[config.mk]
export PLATFORM = sky130hd
export DESIGN_NAME = sacrr_front
export DESIGN_NICKNAME = d
export VERILOG_FILES = /design/src/hdl/sacrr_pkg.sv /design/src/hdl/sacrr_front.sv
export SDC_FILE = /design/constraint.sdc
export NUM_CORES = 1
export LEC_CHECK = 0
export BUFFER_PORTS_ARGS = -buffer_cell sky130_fd_sc_hd__buf_2
export CAP_MARGIN = 10
export CELL_PAD_IN_SITES_DETAIL_PLACEMENT = 1
export CELL_PAD_IN_SITES_GLOBAL_PLACEMENT = 2
export CORE_MARGIN = 2
export CORE_UTILIZATION = 38
export DETAILED_ROUTE_END_ITERATION = 16
export PLACE_DENSITY_LB_ADDON = 0.3
export SLEW_MARGIN = 20
export SYNTH_ARGS = -nofsm -noshare
export SYNTH_HDL_FRONTEND = slang
export SYNTH_SLANG_ARGS = --single-unit
[constraint.sdc]
create_clock -name clk_i -period 3.2 [get_ports clk_i]
set_clock_uncertainty 0.2 [all_clocks]
set_input_delay 0.8 -clock clk_i [delete_from_list [all_inputs] [get_ports clk_i]]
set_output_delay 0.8 -clock clk_i [all_outputs]
set_load 0.005 [all_outputs]
[src/hdl/sacrr_pkg.sv]
`default_nettype none
package sacrr_pkg;

  // Cache geometry
  localparam int LineBytes = 64;
  localparam int LineCount = 256;
  localparam int AddrBits  = 32;

  localparam int OffBits  = $clog2(LineBytes);
  localparam int LineBits = $clog2(LineCount);
  localparam int TagW     = AddrBits - OffBits;

  // Tag store banking: a row holds Lanes consecutive lines
  localparam int Lanes    = 4;
  localparam int LaneBits = $clog2(Lanes);
  localparam int RowBits  = LineBits - LaneBits;
  localparam int Rows     = LineCount / Lanes;

  // Field and register widths
  localparam int WaysLog2W = 4;
  localparam int SeedW     = 16;
  localparam int WayW      = 8;
  localparam int CountW    = 32;

  localparam int QueueDepth = 2;
  localparam int QPtrW      = $clog2(QueueDepth);
  localparam int QCntW      = $clog2(QueueDepth + 1);

  // Configuration port
  localparam int CfgIdxW  = 2;
  localparam int CfgDataW = 16;
  localparam logic [CfgIdxW-1:0] CfgWaysLog2   = 2'd0;
  localparam logic [CfgIdxW-1:0] CfgRandomSeed = 2'd1;

  localparam logic [SeedW-1:0] SeedDefault = 16'hACE1;
  localparam logic [SeedW-1:0] LfsrTaps    = 16'hB400;

  typedef struct packed {
    logic [TagW-1:0]      tag;
    logic [LineBits-1:0]  base;
    logic [WaysLog2W-1:0] wlog;
  } req_t;

  typedef struct packed {
    logic             clr_valid;
    logic             seed_load;
    logic [SeedW-1:0] seed;
  } cfg_cmd_t;

  function automatic logic [SeedW-1:0] lfsr_next(input logic [SeedW-1:0] s);
    logic [SeedW-1:0] r;
    r = s >> 1;
    if (s[0]) begin
      r = r ^ LfsrTaps;
    end
    return r;
  endfunction

endpackage
`default_nettype wire

[src/hdl/sacrr_front.sv]
`default_nettype none
module sacrr_front (
  input  wire logic                                clk_i,
  input  wire logic                                rst_ni,
  input  wire logic                                in_valid_i,
  output      logic                                in_ready_o,
  input  wire logic [sacrr_pkg::AddrBits-1:0]      address_i,
  input  wire logic [sacrr_pkg::WaysLog2W-1:0]     ways_log2_i,
  output      logic                                req_valid_o,
  output      sacrr_pkg::req_t                     req_o,
  input  wire logic                                req_pop_i
);

  logic [sacrr_pkg::WaysLog2W-1:0] wlog;
  logic [sacrr_pkg::WaysLog2W-1:0] set_bits;
  logic [sacrr_pkg::TagW-1:0]      block;
  sacrr_pkg::req_t                 req_new;

  sacrr_pkg::req_t                 queue_q [sacrr_pkg::QueueDepth];
  logic [sacrr_pkg::QPtrW-1:0]     wr_ptr_q, wr_ptr_d;
  logic [sacrr_pkg::QPtrW-1:0]     rd_ptr_q, rd_ptr_d;
  logic [sacrr_pkg::QCntW-1:0]     count_q, count_d;
  logic                            push;

  // Split the address: clamp associativity, then set index and tag
  always_comb begin
    if (ways_log2_i > sacrr_pkg::WaysLog2W'(sacrr_pkg::LineBits)) begin
      wlog = sacrr_pkg::WaysLog2W'(sacrr_pkg::LineBits);
    end else begin
      wlog = ways_log2_i;
    end
    set_bits     = sacrr_pkg::WaysLog2W'(sacrr_pkg::LineBits) - wlog;
    block        = address_i[sacrr_pkg::AddrBits-1:sacrr_pkg::OffBits];
    req_new.tag  = block >> set_bits;
    req_new.base = block[sacrr_pkg::LineBits-1:0] << wlog;
    req_new.wlog = wlog;
  end

  assign in_ready_o  = (count_q != sacrr_pkg::QCntW'(sacrr_pkg::QueueDepth));
  assign push        = in_valid_i && in_ready_o;
  assign req_valid_o = (count_q != '0);
  assign req_o       = queue_q[rd_ptr_q];

  always_comb begin
    wr_ptr_d = wr_ptr_q;
    rd_ptr_d = rd_ptr_q;
    count_d  = count_q;
    if (push) begin
      wr_ptr_d = wr_ptr_q + 1'b1;
    end
    if (req_pop_i) begin
      rd_ptr_d = rd_ptr_q + 1'b1;
    end
    if (push && !req_pop_i) begin
      count_d = count_q + 1'b1;
    end else if (!push && req_pop_i) begin
      count_d = count_q - 1'b1;
    end
  end

  always_ff @(posedge clk_i or negedge rst_ni) begin
    if (!rst_ni) begin
      wr_ptr_q <= '0;
      rd_ptr_q <= '0;
      count_q  <= '0;
    end else begin
      wr_ptr_q <= wr_ptr_d;
      rd_ptr_q <= rd_ptr_d;
      count_q  <= count_d;
    end
  end

  always_ff @(posedge clk_i) begin
    if (push) begin
      queue_q[wr_ptr_q] <= req_new;
    end
  end

  a_no_pop_empty: assert property (@(posedge clk_i) disable iff (!rst_ni)
    req_pop_i |-> count_q != '0)
    else $error("queue popped while empty");

  a_count_push: assert property (@(posedge clk_i) disable iff (!rst_ni)
    (push && !req_pop_i) |=> count_q == $past(count_q) + 1'b1)
    else $error("queue count missed a push");

  a_count_bound: assert property (@(posedge clk_i) disable iff (!rst_ni)
    count_q <= sacrr_pkg::QCntW'(sacrr_pkg::QueueDepth))
    else $error("queue count overflow");

endmodule
`default_nettype wire

### Word-level counts from Yosys, hierarchy flattened

Memories as Yosys holds them, arrays and structs flattened.
Index checks and enable logic that the tools add are counted.
W data, S select, Z words.

| cells by class | value |
|---|---|
| add/sub/neg operators | 5 |
| $lt $le $gt $ge | 1 |
| eq/ne operators | 1 |
| shifts and indexed selects | 2 |
| muxes and demuxes | 5 |
| reduce and logical (&&, ||, !) cells | 7 |

Operators by type and width:

| cell | count |
|---|---|
| $shr A26 B4 Y26 | 1 |
| $shl A8 B4 Y8 | 1 |
| $gt A4 B4 Y1 const B | 1 |
| $mux W2 | 2 |
| $mux W4 | 1 |
| $reduce_bool A2 Y1 | 2 |
| $sub A4 B4 Y4 const A | 1 |
| $logic_and A1 B1 Y1 | 3 |
| $add A1 B1 Y1 const B | 2 |
| $add A2 B1 Y2 const B | 1 |
| $logic_not A1 Y1 | 2 |
| $mux W1 | 2 |
| $ne A2 B2 Y1 const B | 1 |
| $sub A2 B1 Y2 const B | 1 |

| storage, ports and cells | value |
|---|---|
| bits in registers | 4 |
| bits in writable memories | 76 |
| input port bits | 40 |
| output and inout bits | 40 |
| word-level logic and storage cells | 25 |
| memories kept | 1 |

Memories:

| memory | words | width | rd ports | clocked after Yosys merged registers in | wr ports | RTL line | RTL |
|---|---|---|---|---|---|---|---|
| queue_q | 2 | 38 | 1 | 0 | 1 | sacrr_front.sv:19 | `sacrr_pkg::req_t queue_q [sacrr_pkg::QueueDepth];` |

### Longest topological paths before layout

Gate-level depths: netlist (run 1).

| depth | value |
|---|---|
| depth in word-level cells | 6 |
| gate-level depth with buffers | 13 |
| gate-level depth less buffers | 7 |

### Worst setup path after synthesis (run 1)

No wires, ideal clock.

| timing | value |
|---|---|
| path type | in2reg |
| start | input port ways_log2_i[3] (netlist bit) |
| end | memory queue_q[0][21] (netlist bit), data pin |
| library setup time | 265 ps |
| arrival | 3357 ps |
| required time | 2735 ps |
| setup slack | -622 ps |
| stages | 11 |
| path buffers | 4 |
| cells stage by stage | buf_2 nand2b_1 buf_4 buf_1 ha_1 buf_2 or3b_4 nand3_4 mux4_2 a22o_1 a221o_1 |

RTL lines:

| item | RTL line | RTL |
|---|---|---|
| from (decl) | sacrr_front.sv:8 | `input wire logic [sacrr_pkg::WaysLog2W-1:0] ways_log2_i,` |
| to (decl) | sacrr_front.sv:19 |  |

==> impl_metrics.env, run 1 <==
export IMPL_outcome="finished, final reports clean"
export IMPL_die_y_um=117
export IMPL_end_kind="register"
export IMPL_cts_tree="yes"
export IMPL_hold_viol_final=0
export IMPL_grt_setup_unrepaired="no"
export IMPL_p_per_area_nw_per_um2=678
export IMPL_placed_cell_area_um2=5670
export IMPL_io_pins=80
export IMPL_p_total_mw=4.06
export IMPL_drt_iter0_drc=268
export IMPL_ys_seq_area_share_pct=48.9
export IMPL_avgRoutedWirePerCell_um=19.8
export IMPL_critPathRequiredTime_ns=3.07
export IMPL_start_util_pct=38.7
export IMPL_drt_pass1_iter_count=4
export IMPL_setup_ws_ns=0.210
export IMPL_path_max_fanout=10
export IMPL_r2r_cells=4
export IMPL_start_kind="input port"
export IMPL_startpoint="ways_log2_i[3]"
export IMPL_critPathMostFrequentCell="buf_4"
export IMPL_n_fill_cell=1349
export IMPL_vias=3808
export IMPL_grt_max_degree=40
export IMPL_crit_type="input port to register"
export IMPL_postRouteWirelength_um=13500
export IMPL_dp_hpwl_um=9950
export IMPL_gp_congestion=0.871
export IMPL_nNetsFinal=548
export IMPL_core_um2=12600
export IMPL_clock_sinks=80
export IMPL_synth_edf_count=76
export IMPL_ys_async_sr_fraction_pct=5.00
export IMPL_ys_ff_latch=80
export IMPL_dieWidth_um=117
export IMPL_rows=41
export IMPL_drive_above_1_share_pct=39.7
export IMPL_antenna_found_initial=0
export IMPL_grt_overflow_total=0
export IMPL_htreeDepth=3
export IMPL_synth_net_count=453
export IMPL_grtUsageTotal_pct=20.5
export IMPL_grt_pass1_wl_um=21200
export IMPL_cts_made_buffers=9
export IMPL_ir_drop_uv=271
export IMPL_post_cts_buffers=0
export IMPL_syn_area_per_cell_um2=11.8
export IMPL_final_common_cell="edfxtp_1"
export IMPL_layout_common_cells="edfxtp_1, buf_2, buf_4"
export IMPL_clock_latency_ns=0.33
export IMPL_viasPerCell=5.58
export IMPL_period_needed_ns=2.99
export IMPL_tightest_slew_ns=0.553
export IMPL_io_buffers=73
export IMPL_regToRegStartpoint="count_q[0]$_DFFE_PN0P_"
export IMPL_drcViolationCount=0
export IMPL_layout_area_overhead_vs_synth_pct=23.1
export IMPL_fmax_ghz=0.335
export IMPL_cp_slowest_cell="a211oi_1"
export IMPL_drtAntennaViolNets=0
export IMPL_p_leak_nw=2.29
export IMPL_r2r_end="queue_q[0][32]$_DFFE_PP_"
export IMPL_arrival_ns=2.86
export IMPL_yosysWarnings=0
export IMPL_antennaDiodeCount=0
export IMPL_finish_instance_area_um2=5990
export IMPL_grt_pass1_vias=3856
export IMPL_fin_crit_sh_pct=93.4
export IMPL_pre_cts_ws_ns=-0.117
export IMPL_netlist_instances=411
export IMPL_whs_ns=0.0699
export IMPL_drv_cap=0
export IMPL_netlist_area_um2=4870
export IMPL_cts_buffer_depth=2
export IMPL_cts_root_buf="clkbuf_16"
export IMPL_cts_hold_buf=0
export IMPL_clk_pin_slew_ns=0.07
export IMPL_cts_resized=0
export IMPL_die_area_um2=13700
export IMPL_max_stage_delay_ns=0.45
export IMPL_relSlewSlack_pct=63.1
export IMPL_ff2ff_setup_slack_ns=1.35
export IMPL_setup_viol=0
export IMPL_cp_cell_sequence="buf_2 > nand2b_4 > ha_4 > buf_4 > nor3b_1 > nor3_2 > buf_4 > buf_4 > o21ai_0 > a21oi_1 > a211oi_1"
export IMPL_hold_path_class="input port to async pin"
export IMPL_ys_flop_type="edfxtp_1"
export IMPL_slew_viol_final=0
export IMPL_yosysUniqueCellTypes=60
## kinds of logic after synthesis
logic type	Yosys count	synth area share, %
and+or+nand+nor	121	13.5
AOI/OAI and AO/OA	85	11.5
DFF	80	48.9
muxes	75	20.3
buffers and inverters	42	4.09
xor gates and xnor gates	6	1.08
adders and majority gates	2	0.514
## worst max path at each step
| stage | endpoint | slack (ns) | cells after the start |
|---|---|---|---|
| 2_1_floorplan | queue_q[0][21]$_DFFE_PP_ | -0.37 | 11 |
| 3_3_place_gp | queue_q[1][22]$_DFFE_PP_ | -0.06 | 9 |
| 3_5_place_dp | queue_q[0][17]$_DFFE_PP_ | -0.12 | 11 |
| 4_1_cts | queue_q[1][17]$_DFFE_PP_ | 0.23 | 11 |
| 5_1_grt | queue_q[0][26]$_DFFE_PP_ | 0.05 | 10 |
| 6_report | queue_q[1][20]$_DFFE_PP_ | 0.21 | 11 |
## state kept, by name (all words and copies together) (netlist names)
signal    count
count_q       2
rd_ptr_q      1
queue_q      76
wr_ptr_q      1
## per-layer routing
metal	wire length [um]	vias up	track usage [%]
li1	-	1779	-
met1	6550	1912	30.9
met2	6240	107	30.7
met3	592	10	2.68
met4	136	0	6.75
met5	0	-	0
## layout make-up
type | instances | area [um^2] | area share, %
repair buffers | 117 | 696 | 11.6
clock buffers | 9 | 225 | 3.76
flip-flops and latches | 80 | 2380 | 39.8
multi-input cells | 289 | 2330 | 38.9
clock inverters | 7 | 101 | 1.69
inverters | 9 | 38.8 | 0.647
well taps | 172 | 215 | 3.59
## power by group
part | internal, mW | switching, mW | total, mW
Combinational | 0.658 | 0.733 | 1.39
Clock | 0.690 | 0.420 | 1.11
Sequential | 1.49 | 0.0732 | 1.56
## synthesized netlist by cell type, drive strengths merged, types with 7 or more instances
cell type / n / area share (%)
mux2i: 19 / 3.9
nand2: 24 / 1.9
edfxtp: 76 / 47
nor3: 9 / 1.0
nor2: 31 / 2.4
a211oi: 12 / 1.9
o21ai: 9 / 0.93
mux4: 15 / 6.9
buf: 17 / 2.1
nand2b: 7 / 0.90
mux2: 41 / 9.5
a31oi: 8 / 1.0
nand3: 15 / 1.8
clkbuf: 16 / 1.2
a21oi: 23 / 2.4
inv: 9 / 0.80
## stage by stage
stage / setup TNS, ns / util, % / instances
2_1_floorplan: -1.55 / - / 411
3_3_place_gp: -0.355 / 45.1 / 667
3_5_place_dp: -1.10 / 45.1 / 667
4_1_cts: 0 / 47.7 / 683
5_1_grt: 0 / 47.7 / 683
6_report: 0 / 47.7 / 683
## critical path, delay by kind of cell
| kind | cells | cell delay (ns) |
|---|---|---|
| AOI/OAI and AO/OA | 3 | 0.68 |
| adders and majority gates | 1 | 0.18 |
| buffers and inverters | 4 | 0.62 |
| and+or+nand+nor | 3 | 0.58 |
Note: power is estimated with default switching activity, not from simulation.
==> run 2, diff against run 1 <==
ABC_CLOCK_PERIOD_IN_PS = 3200   (was unset)
CORE_UTILIZATION = 39   (was 38)
CTS_BUF_LIST = sky130_fd_sc_hd__clkbuf_8   (was unset)
==> impl_metrics.env, run 2 (synthesized netlist as in run 1, its figures left out) <==
export IMPL_cts_root_buf="clkbuf_8"
export IMPL_outcome="finished, final reports clean"
export IMPL_crit_type="input port to register"
export IMPL_drt_pass1_iter_count=4
export IMPL_dp_hpwl_um=9570
export IMPL_postRouteWirelength_um=13300
export IMPL_n_fill_cell=1351
export IMPL_cp_cell_sequence="buf_2 > nand2b_4 > ha_4 > or3b_4 > nand3_4 > buf_4 > mux2_2 > a2111oi_2 > a221oi_1"
export IMPL_internal_power_mw=2.57
export IMPL_die_area_um2=13400
export IMPL_final_common_cell="edfxtp_1"
export IMPL_post_cts_buffers=0
export IMPL_swShare_pct=31.5
export IMPL_p_leak_nw=2.22
export IMPL_dieWidth_um=116
export IMPL_cts_made_buffers=9
export IMPL_reg_largest_list="queue_q x76, count_q x2"
export IMPL_drv_cap=0
export IMPL_slew_viol_final=0
export IMPL_grt_max_degree=40
export IMPL_arrival_ns=2.80
export IMPL_period_needed_ns=2.91
export IMPL_path_max_fanout=11
export IMPL_io_buffers=73
export IMPL_tightest_slew_ns=0.536
export IMPL_finalSetupTns_ns=0
export IMPL_largest_reg_flops=76
export IMPL_drcViolationCount=0
export IMPL_p_sw_mw=1.18
export IMPL_cts_buffer_depth=2
export IMPL_die_y_um=116
export IMPL_largest_register="queue_q"
export IMPL_cts_tree="yes"
export IMPL_layout_area_overhead_vs_synth_pct=19.6
export IMPL_rows=40
export IMPL_grt_pass1_wl_um=21000
export IMPL_ff2ff_setup_slack_ns=1.35
export IMPL_grtUsageTotal_pct=20.6
export IMPL_start_util_pct=40.2
export IMPL_drtAntennaViolNets=0
export IMPL_relSlewSlack_pct=63.8
export IMPL_io_pins=80
export IMPL_end_kind="register"
export IMPL_clk_pin_slew_ns=0.08
export IMPL_grt_overflow_total=0
export IMPL_setup_viol=0
export IMPL_cts_resized=0
export IMPL_p_total_mw=3.75
export IMPL_fmax_ghz=0.343
export IMPL_antennaDiodeCount=0
export IMPL_fin_crit_sh_pct=91.0
export IMPL_clock_latency_ns=0.35
export IMPL_drive_above_1_share_pct=38.5
export IMPL_grt_pass1_vias=3799
export IMPL_power_frac_comb_pct=36.8
export IMPL_hold_viol_final=0
export IMPL_htreeDepth=3
export IMPL_p_per_area_nw_per_um2=644
export IMPL_core_um2=12100
export IMPL_viasPerCell=5.69
export IMPL_cp_slowest_cell="or3b_4"
export IMPL_clock_sinks=80
export IMPL_hold_path_class="input port to async pin"
export IMPL_critPathRequiredTime_ns=3.08
export IMPL_pwr_share_seq_pct=41.5
export IMPL_cts_hold_buf=0
export IMPL_start_kind="input port"
export IMPL_layout_common_cells="edfxtp_1, buf_2, mux2_2"
export IMPL_antenna_found_initial=0
export IMPL_vias=3824
export IMPL_clkPwrFrac_pct=21.7
export IMPL_nNetsFinal=541
export IMPL_drt_iter0_drc=340
export IMPL_avgRoutedWirePerCell_um=19.8
export IMPL_gp_congestion=0.866
export IMPL_grt_setup_unrepaired="no"
export IMPL_ir_drop_uv=256
export IMPL_max_stage_delay_ns=0.42
run 2: changes by cell type in the layout (fill, tap and decap cells not counted), moves of 2 or more:
cell       delta
buf_4         -7
inv_1         +2
clkbuf_16     -9
clkbuf_8      +9
run 2: layer usage:
| layer | global-route usage, % | vias to the layer above | routed length, um |
|---|---|---|---|
| li1 | - | 1769 | - |
| met2 | 31.9 | 103 | 6130 |
| met4 | 5.16 | 0 | 155 |
| met5 | 0 | - | 0 |
| met1 | 30.4 | 1942 | 6420 |
| met3 | 3.50 | 10 | 617 |
run 2: power groups by stage:
stage | Combinational, mW | Clock, mW | Sequential, mW
final | 1.38 | 0.814 | 1.55
after global routing | 1.51 | 0.872 | 1.58
after CTS | 1.40 | 0.838 | 1.56
after global placement | 1.36 | 0 | 1.56
after detailed placement | 1.39 | 0 | 1.58
after floorplan | 0.864 | 0 | 1.56
run 2: layout make-up:
class,count,area (um^2),area share [%]
clock buffers,9,124,2.13
inverters,9,38.8,0.666
multi-input cells,289,2330,40.1
clock inverters,7,88.8,1.53
repair buffers,110,643,11.0
flip-flops and latches,80,2380,40.9
well taps,168,210,3.61
run 2: per-stage QoR:
step | util [%] | area, um^2 | setup WS (ns) | std cells | hold slack (ns)
6_report | 48.1 | 5820 | 0.287 | 672 | 0.0352
3_3_place_gp | 46.3 | 5610 | -0.0570 | 656 | 0.271
4_1_cts | 48.1 | 5820 | 0.320 | 672 | 0.0121
2_1_floorplan | - | 4940 | -0.367 | 411 | 0.256
5_1_grt | 48.1 | 5820 | 0.231 | 672 | 0.0150
3_5_place_dp | 46.3 | 5610 | -0.0851 | 656 | 0.311
run 2: final timing paths:
kind,from,end,cells past startpoint
min reg2reg,count_q[1]$_DFFE_PN0P_,count_q[1]$_DFFE_PN0P_,1
max in group asynchronous,rst_ni,count_q[1]$_DFFE_PN0P_,1
min,rst_ni,wr_ptr_q$_DFFE_PN0N_,1
max,ways_log2_i[3],queue_q[1][22]$_DFFE_PP_,9
min in group clk_i,count_q[1]$_DFFE_PN0P_,count_q[1]$_DFFE_PN0P_,1
max reg2reg,count_q[0]$_DFFE_PN0P_,queue_q[0][29]$_DFFE_PP_,4
run 2: critical path, delay by kind of cell:
| kind | cells | cell delay [ns] |
|---|---|---|
| and+or+nand+nor | 3 | 0.67 |
| buffers and inverters | 2 | 0.23 |
| AOI/OAI and AO/OA | 2 | 0.54 |
| muxes | 1 | 0.35 |
| adders and majority gates | 1 | 0.20 |
